==> config.mk <==
export PLATFORM = sky130hd
export DESIGN_NAME = timed_event_table_unit
export DESIGN_NICKNAME = d
export VERILOG_FILES = /design/src/sv/tet_pkg.sv /design/src/sv/tet_cell.sv /design/src/sv/timed_event_table_unit.sv
export SDC_FILE = /design/constraint.sdc
export NUM_CORES = 1
export LEC_CHECK = 0
export BUFFER_PORTS_ARGS = -buffer_cell sky130_fd_sc_hd__buf_2
export CELL_PAD_IN_SITES_DETAIL_PLACEMENT = 0
export CELL_PAD_IN_SITES_GLOBAL_PLACEMENT = 2
export CORE_MARGIN = 2
export CORE_UTILIZATION = 52
export CTS_CLUSTER_DIAMETER = 100
export CTS_CLUSTER_SIZE = 28
export DETAILED_ROUTE_END_ITERATION = 16
export PLACE_DENSITY = 0.91
export SETUP_SLACK_MARGIN = 0.02
export SYNTH_ARGS = -nofsm -noshare
export SYNTH_HDL_FRONTEND = slang
export SYNTH_SLANG_ARGS = --single-unit
==> constraint.sdc <==
create_clock -name clk -period 46.5 [get_ports clk]
set_clock_uncertainty 0.2 [all_clocks]
set_input_delay 4.65 -clock clk [delete_from_list [all_inputs] [get_ports clk]]
set_output_delay 4.65 -clock clk [all_outputs]
set_load 0.02 [all_outputs]
==> src/sv/tet_pkg.sv <==
// Shared types and constants for the timed event table.
// Used by tet_cell, timed_event_table_unit, tet_checker and the testbench; no dependencies.
`default_nettype none

package tet_pkg;

  localparam int SLOTS   = 16;
  localparam int MAX_OUT = 16;

  localparam int SLOT_W = 7;
  localparam int KEY_W  = 28;
  localparam int STEP_W = $clog2(SLOTS + 1);
  localparam int FIRE_W = $clog2(MAX_OUT + 1);

  typedef enum logic [1:0] {
    OP_ADD   = 2'd0,
    OP_DEL   = 2'd1,
    OP_CHECK = 2'd2
  } op_t;

  typedef enum logic [2:0] {
    ST_ADDED   = 3'd0,
    ST_FULL    = 3'd1,
    ST_BADPAR  = 3'd2,
    ST_DELETED = 3'd3,
    ST_BADSLOT = 3'd4,
    ST_FIRED   = 3'd5,
    ST_NONE    = 3'd6
  } status_t;

  typedef enum logic [1:0] {
    FSM_IDLE,
    FSM_SCAN,
    FSM_DONE
  } fsm_t;

  // One stored event: action and time key (year, month, day, hour, minute)
  typedef struct packed {
    logic             cmd;
    logic [2:0]       outp;
    logic [1:0]       color;
    logic [KEY_W-1:0] tkey;
  } entry_t;

  // Per-cell control from the sequencer
  typedef struct packed {
    logic shift;
    logic clr;
  } cell_ctl_t;

  // One result item
  typedef struct packed {
    status_t           status;
    logic [SLOT_W-1:0] slot;
    logic              cmd;
    logic [2:0]        outp;
    logic [1:0]        color;
    logic              last;
  } result_t;

endpackage

`default_nettype wire

==> src/sv/tet_cell.sv <==
// One slot of the rotating event chain: occupancy flag and stored event.
// Depends on tet_pkg.
`default_nettype none

module tet_cell (
  input  wire logic             clk,
  input  wire logic             rst_n,
  input  wire tet_pkg::cell_ctl_t ctl,
  input  wire logic             d_occ,
  input  wire tet_pkg::entry_t  d_ent,
  output logic                  q_occ,
  output tet_pkg::entry_t       q_ent
);
  import tet_pkg::*;

  logic   occ_r;
  entry_t ent_r;

  // Take the neighbour's slot on a shift; drop occupancy on a delete
  always_ff @(posedge clk) begin
    if (!rst_n) begin
      occ_r <= 1'b0;
    end else if (ctl.shift) begin
      occ_r <= d_occ;
    end else if (ctl.clr) begin
      occ_r <= 1'b0;
    end
  end

  // Event payload follows the shift, no reset
  always_ff @(posedge clk) begin
    if (ctl.shift) begin
      ent_r <= d_ent;
    end
  end

  assign q_occ = occ_r;
  assign q_ent = ent_r;

endmodule

`default_nettype wire

==> src/sv/timed_event_table_unit.sv <==
// Top level of the timed event table: sequencer, rotating slot chain, output register.
// Depends on tet_pkg and tet_cell.
`default_nettype none

// Holds SLOTS scheduled events in a ring of cells that, while a scan runs and is
// not stalled, rotates one place per cycle past a head cell, where the sequencer
// inspects and rewrites the slot. Add and check requests each walk the whole ring
// (adds rejected for bad parameters excepted), so they occupy the sequencer for
// acceptance, a scan of every slot and the hand-over of the final result, and
// the ring is back in slot order at the end. Deletes and rejected adds go from
// acceptance straight to the hand-over. A check stalls the ring while a fired
// result cannot be handed to the output register, so back-pressure on out_ready
// lengthens it by the cycles spent waiting. Only one request is in progress at a
// time; in_ready is high whenever the sequencer is idle, even if the last result
// still sits in the output register. Results carry last on the final one.

module timed_event_table_unit (
  input  wire logic                      clk,
  input  wire logic                      rst_n,
  input  wire logic                      in_valid,
  output logic                           in_ready,
  input  wire logic [1:0]                in_op,
  input  wire logic [3:0]                in_command_code,
  input  wire logic [3:0]                in_output_number,
  input  wire logic [3:0]                in_color_code,
  input  wire logic [tet_pkg::SLOT_W-1:0] in_slot_index,
  input  wire logic [7:0]                in_time_year,
  input  wire logic [3:0]                in_time_month,
  input  wire logic [4:0]                in_time_day,
  input  wire logic [4:0]                in_time_hour,
  input  wire logic [5:0]                in_time_minute,
  output logic                           out_valid,
  input  wire logic                      out_ready,
  output logic [2:0]                     out_status,
  output logic [tet_pkg::SLOT_W-1:0]     out_slot,
  output logic                           out_fired_command,
  output logic [2:0]                     out_fired_output,
  output logic [1:0]                     out_fired_color,
  output logic                           out_last
);
  import tet_pkg::*;

  // Sequencer state
  fsm_t              state_r, state_nxt;
  op_t               op_r;
  logic [KEY_W-1:0]  now_key_r;
  entry_t            new_ent_r;
  logic              direct_r;
  status_t           dir_status_r;
  logic [SLOT_W-1:0] dir_slot_r;
  logic [STEP_W-1:0] step_r;
  logic              found_r;
  logic [SLOT_W-1:0] found_slot_r;
  logic [FIRE_W-1:0] fire_cnt_r;
  logic              hold_valid_r;
  result_t           hold_r;
  logic              out_valid_r;
  result_t           out_r;

  // Chain wiring
  logic      cell_occ [SLOTS];
  entry_t    cell_ent [SLOTS];
  cell_ctl_t cell_ctl [SLOTS];
  logic      tail_occ;
  entry_t    tail_ent;

  // Decoded control
  logic    in_acc;
  logic    bad_par;
  logic    due;
  logic    add_here;
  logic    out_free;
  logic    stall;
  logic    advance;
  logic    last_step;
  logic    push_hold;
  logic    final_load;
  logic    del_acc;
  result_t final_res;

  assign in_acc  = in_valid && in_ready;
  assign bad_par = (in_command_code > 4'd1) || (in_output_number > 4'd7)
                   || (in_color_code > 4'd3);
  assign del_acc = in_acc && (op_t'(in_op) == OP_DEL);

  // Inspect the head cell
  always_comb begin
    due = (op_r == OP_CHECK) && cell_occ[0]
          && (now_key_r >= cell_ent[0].tkey)
          && (fire_cnt_r < FIRE_W'(MAX_OUT));
    add_here  = (op_r == OP_ADD) && !found_r && !cell_occ[0];
    last_step = (step_r == STEP_W'(SLOTS - 1));
  end

  // Control outputs of the sequencer
  always_comb begin
    out_free   = !out_valid_r || out_ready;
    in_ready   = (state_r == FSM_IDLE);
    stall      = due && hold_valid_r && !out_free;
    advance    = (state_r == FSM_SCAN) && !stall;
    push_hold  = advance && due && hold_valid_r;
    final_load = (state_r == FSM_DONE) && out_free;
  end

  // Next state
  always_comb begin
    state_nxt = state_r;
    case (state_r)
      FSM_IDLE: begin
        if (in_acc) begin
          case (op_t'(in_op))
            OP_ADD:   state_nxt = bad_par ? FSM_DONE : FSM_SCAN;
            OP_DEL:   state_nxt = FSM_DONE;
            OP_CHECK: state_nxt = FSM_SCAN;
            default:  state_nxt = FSM_IDLE;
          endcase
        end
      end
      FSM_SCAN: begin
        if (advance && last_step) begin
          state_nxt = FSM_DONE;
        end
      end
      FSM_DONE: begin
        if (out_free) begin
          state_nxt = FSM_IDLE;
        end
      end
      default: state_nxt = FSM_IDLE;
    endcase
  end

  always_ff @(posedge clk) begin
    if (!rst_n) begin
      state_r <= FSM_IDLE;
    end else begin
      state_r <= state_nxt;
    end
  end

  // Rewrite the head slot as it moves round to the tail
  always_comb begin
    tail_occ = cell_occ[0];
    tail_ent = cell_ent[0];
    if (add_here) begin
      tail_occ = 1'b1;
      tail_ent = new_ent_r;
    end else if (due) begin
      tail_occ = 1'b0;
    end
  end

  // Ring of slot cells
  for (genvar i = 0; i < SLOTS; i++) begin : g_cell
    assign cell_ctl[i].shift = advance;
    assign cell_ctl[i].clr   = del_acc && (in_slot_index == SLOT_W'(i));

    if (i == SLOTS - 1) begin : g_tail
      tet_cell u_cell (
        .clk   (clk),
        .rst_n (rst_n),
        .ctl   (cell_ctl[i]),
        .d_occ (tail_occ),
        .d_ent (tail_ent),
        .q_occ (cell_occ[i]),
        .q_ent (cell_ent[i])
      );
    end else begin : g_mid
      tet_cell u_cell (
        .clk   (clk),
        .rst_n (rst_n),
        .ctl   (cell_ctl[i]),
        .d_occ (cell_occ[i+1]),
        .d_ent (cell_ent[i+1]),
        .q_occ (cell_occ[i]),
        .q_ent (cell_ent[i])
      );
    end
  end

  // Latch the request
  always_ff @(posedge clk) begin
    if (in_acc) begin
      op_r           <= op_t'(in_op);
      now_key_r      <= {in_time_year, in_time_month, in_time_day,
                         in_time_hour, in_time_minute};
      new_ent_r.cmd   <= in_command_code[0];
      new_ent_r.outp  <= in_output_number[2:0];
      new_ent_r.color <= in_color_code[1:0];
      new_ent_r.tkey  <= {in_time_year, in_time_month, in_time_day,
                          in_time_hour, in_time_minute};
      direct_r     <= (op_t'(in_op) == OP_DEL) || ((op_t'(in_op) == OP_ADD) && bad_par);
      dir_slot_r   <= (op_t'(in_op) == OP_DEL) ? in_slot_index : '0;
      if (op_t'(in_op) == OP_DEL) begin
        dir_status_r <= (in_slot_index < SLOT_W'(SLOTS)) ? ST_DELETED : ST_BADSLOT;
      end else begin
        dir_status_r <= ST_BADPAR;
      end
    end
  end

  // Scan bookkeeping
  always_ff @(posedge clk) begin
    if (!rst_n) begin
      found_r      <= 1'b0;
      hold_valid_r <= 1'b0;
      step_r       <= '0;
      fire_cnt_r   <= '0;
    end else if (in_acc) begin
      found_r      <= 1'b0;
      hold_valid_r <= 1'b0;
      step_r       <= '0;
      fire_cnt_r   <= '0;
    end else if (advance) begin
      step_r <= step_r + STEP_W'(1);
      if (add_here) begin
        found_r <= 1'b1;
      end
      if (due) begin
        hold_valid_r <= 1'b1;
        fire_cnt_r   <= fire_cnt_r + FIRE_W'(1);
      end
    end
  end

  always_ff @(posedge clk) begin
    if (advance && add_here) begin
      found_slot_r <= SLOT_W'(step_r);
    end
    if (advance && due) begin
      hold_r.status <= ST_FIRED;
      hold_r.slot   <= SLOT_W'(step_r);
      hold_r.cmd    <= cell_ent[0].cmd;
      hold_r.outp   <= cell_ent[0].outp;
      hold_r.color  <= cell_ent[0].color;
      hold_r.last   <= 1'b0;
    end
  end

  // Final result of the request
  always_comb begin
    final_res = '0;
    final_res.status = ST_NONE;
    if (direct_r) begin
      final_res.status = dir_status_r;
      final_res.slot   = dir_slot_r;
    end else if (op_r == OP_ADD) begin
      final_res.status = found_r ? ST_ADDED : ST_FULL;
      final_res.slot   = found_r ? found_slot_r : '0;
    end else if (hold_valid_r) begin
      final_res = hold_r;
    end
    final_res.last = 1'b1;
  end

  // Output register
  always_ff @(posedge clk) begin
    if (!rst_n) begin
      out_valid_r <= 1'b0;
    end else if (push_hold || final_load) begin
      out_valid_r <= 1'b1;
    end else if (out_ready) begin
      out_valid_r <= 1'b0;
    end
  end

  always_ff @(posedge clk) begin
    if (push_hold) begin
      out_r <= hold_r;
    end else if (final_load) begin
      out_r <= final_res;
    end
  end

  assign out_valid         = out_valid_r;
  assign out_status        = out_r.status;
  assign out_slot          = out_r.slot;
  assign out_fired_command = out_r.cmd;
  assign out_fired_output  = out_r.outp;
  assign out_fired_color   = out_r.color;
  assign out_last          = out_r.last;

endmodule

`default_nettype wire

==> results.json <==
{
  "status": "completed",
  "drtAntennaViolNets": 0,
  "io_buffer_count": 71,
  "dp_slack_ns": 39.06,
  "leakagePower_nw": 7.48,
  "avgRoutedWirePerCell_um": 18.1,
  "rsz0062_at_grt": "no",
  "power_density_nw_per_um2": 41.3,
  "cts_sinks": 655,
  "multi_input_area_sq_um": 2090,
  "ys_ff_latch": 655,
  "syn-mean-instance-area_sq_um": 21.0,
  "std_cell_rows": 74,
  "regArea_sq_um": 19400,
  "drt_drc_violations_left": 0,
  "critPathKind": "primary input to flop",
  "drtIter0Drc": 950,
  "grt_usage_pct": 13.9,
  "cp_max_fo": 226,
  "yosys_warnings": 0,
  "drt_first_pass_iters": 5,
  "tritoncts": "built",
  "required_ns": 46.51,
  "antenna_found_initial": 1,
  "synth_flop_cell": "edfxtp_1",
  "drive_gt1_share_pct": 11.3,
  "cts_root_buffer": "clkbuf_16",
  "clock_latency_ns": 0.59,
  "htree_num_levels": 1,
  "yosysSeqAreaShare_pct": 89.4,
  "rrSetupSlack_ns": 41.87,
  "ir_drop_uv": 26.0,
  "routed_wl_um": 30200,
  "finish.utilization_pct": 57.2,
  "grt_max_degree": 227,
  "whs_ns": 0.210,
  "synth.net_count": 1113,
  "grt_pass1_vias": 8338,
  "dp_hpwl_um": 17500,
  "avgViaCountPerCell": 5.26,
  "finalWorstPathRequiredPeriod_ns": 6.90,
  "critPathLaunchType": "primary input",
  "fmax_mhz": 145,
  "syn2layout_area_growth_pct": 8.38,
  "p_total_w": 0.000970,
  "vias": 8776,
  "n_fill_cell": 2976,
  "finalHoldViolations": 0,
  "post-route-period-util_pct": 14.8,
  "hp-class": "flop to flop",
  "synth_cell_type_count": 46,
  "finalNetCount": 1199,
  "die_width_um": 208,
  "grt_pass1_wl_um": 46900,
  "cp.arrival_ns": 6.90,
  "synth_edf_count": 624,
  "worstMarginPinSlew_ns": 1.21,
  "globalplace.congestion": 0.793,
  "ios": 72,
  "die_area_sq_um": 43300,
  "syn-instance-count": 1029,
  "end_kind": "flop",
  "fp.coreArea_sq_um": 41000,
  "clkTransAtPathRegs_ns": 0.10,
  "setup_viol": 0,
  "maxCapViolations": 0,
  "die_h_um": 208,
  "fin_tns_setup_ns": 0,
  "synthesis.area_sq_um": 21700,
  "clockBufferDepth": 3,
  "layout_setup_ws_ns": 39.60,
  "diodes": 0,
  "numCtsBuffers": 27,
  "slew_viol_final": 0,
  "slew-limit-headroom_pct": 19.1,
  "post-cts-setup-buffer-count": 0,
  "async_flop_share_pct": 0,
  "grt_overflow_total": 0,
  "hold_buffers": 0,
  "initial_core_util_pct": 52.8,
  "post_cts_resized": 0
}
final cells by class:
cell class	count	area share (%)
clock buffers	47	3.20
clock inverters	2	0.101
inverters	37	0.592
multi-input cells	314	8.89
flip-flops and latches	655	82.5
well taps	532	2.84
repair buffers	80	1.91
metrics by stage:
step           instances  instance area (sq um)
2_1_floorplan       1029                  21700
3_3_place_gp        1618                  22700
3_5_place_dp        1618                  22700
4_1_cts             1667                  23500
5_1_grt             1667                  23500
6_report            1667                  23500
registers in the layout, indices dropped and copies added, names as in the netlist, 2 cells and up:
signal / count
out_fired_output: 3
found_slot_r: 5
hold_r: 11
dir_slot_r: 7
fire_cnt_r: 5
g_cell.g_mid.u_cell.q_ent: 510
step_r: 5
dir_status_r: 3
out_fired_color: 2
state_r: 2
out_status: 3
new_ent_r: 34
out_slot: 7
g_cell.g_mid.u_cell.q_occ: 15
g_cell.g_tail.u_cell.q_ent: 34
op_r: 2
path summary, 6_finish.rpt:
path / start / end / cells after the start
setup / recovery: out_ready / g_cell[3].g_mid.u_cell.q_ent[5] / 7
hold / removal: g_cell[6].g_mid.u_cell.q_ent[30] / g_cell[5].g_mid.u_cell.q_ent[30] / 0
setup reg to reg: new_ent_r[1] / g_cell[3].g_mid.u_cell.q_ent[5] / 9
hold reg to reg: g_cell[6].g_mid.u_cell.q_ent[30] / g_cell[5].g_mid.u_cell.q_ent[30] / 0
Yosys cell counts (2+ instances only):
library cell | n | share of area [%]
nor2_1 | 15 | 0.26
a32oi_1 | 5 | 0.20
or3_1 | 2 | 0.058
o221ai_1 | 17 | 0.69
clkbuf_1 | 18 | 0.31
nand2_1 | 55 | 0.95
buf_2 | 3 | 0.069
and2_1 | 10 | 0.29
o31ai_1 | 3 | 0.10
mux2i_1 | 2 | 0.092
a211oi_1 | 3 | 0.10
nand4_1 | 5 | 0.14
or4_1 | 4 | 0.14
o21ai_0 | 36 | 0.83
nor3_1 | 6 | 0.14
or2_2 | 2 | 0.058
mux2_2 | 7 | 0.36
nand2b_1 | 5 | 0.14
a21oi_1 | 34 | 0.79
nor4_2 | 2 | 0.12
ha_1 | 31 | 1.8
nand3_1 | 10 | 0.23
o211ai_1 | 3 | 0.10
o21a_1 | 4 | 0.14
a21o_1 | 4 | 0.14
inv_1 | 37 | 0.64
dfxtp_1 | 31 | 2.9
nor2b_1 | 8 | 0.23
o22ai_1 | 7 | 0.20
and3_1 | 4 | 0.12
nand3b_1 | 18 | 0.62
edfxtp_1 | 624 | 87
where the power goes:
group	switching, W	internal (W)	leakage [nW]	total, W
Sequential	0.00000648	0.000664	5.95	0.000671
Combinational	0.0000203	0.00000737	1.16	0.0000276
Clock	0.000160	0.000112	0.363	0.000271
Total	0.000186	0.000783	7.48	0.000970
critical path, stage by stage:
cell	delay (ns)
buf_2	0.09
nor2b_1	0.07
nand2_1	0.13
a21oi_2	0.04
buf_4	0.28
nor2_4	0.55
buf_12	0.77
per-layer routing:
metal	wire length (um)	part of all wire [%]	vias to the layer above	global-route usage [%]
li1	-	-	4169	-
met1	14700	49	4391	21.8
met2	13500	45	176	20.5
met3	1570	5.2	38	2.51
met4	470	1.6	2	3.18
met5	9	0.030	-	0
placed cells by master, fill, tap and decap left out, drive strengths merged, types with 6 or more instances in the layout:
cell type  count
dfxtp         31
and2          10
buf           80
ha            31
o21ai         36
mux2           7
edfxtp       624
nand3         10
nor2          15
nor2b          8
nand3b        18
a21oi         34
inv           37
nand2         55
nand4          6
o221ai        17
o22ai          7
nor3           6
clkbuf        47
cell families after synthesis:
logic type	share of synthesized area, %
AOI/OAI and AO/OA	3.56
adders and majority gates	1.79
buffers and inverters	1.09
DFF	89.4
muxes	0.456
and+or+nand+nor	3.71
No activity file was read; power rests on OpenSTA's default activity.
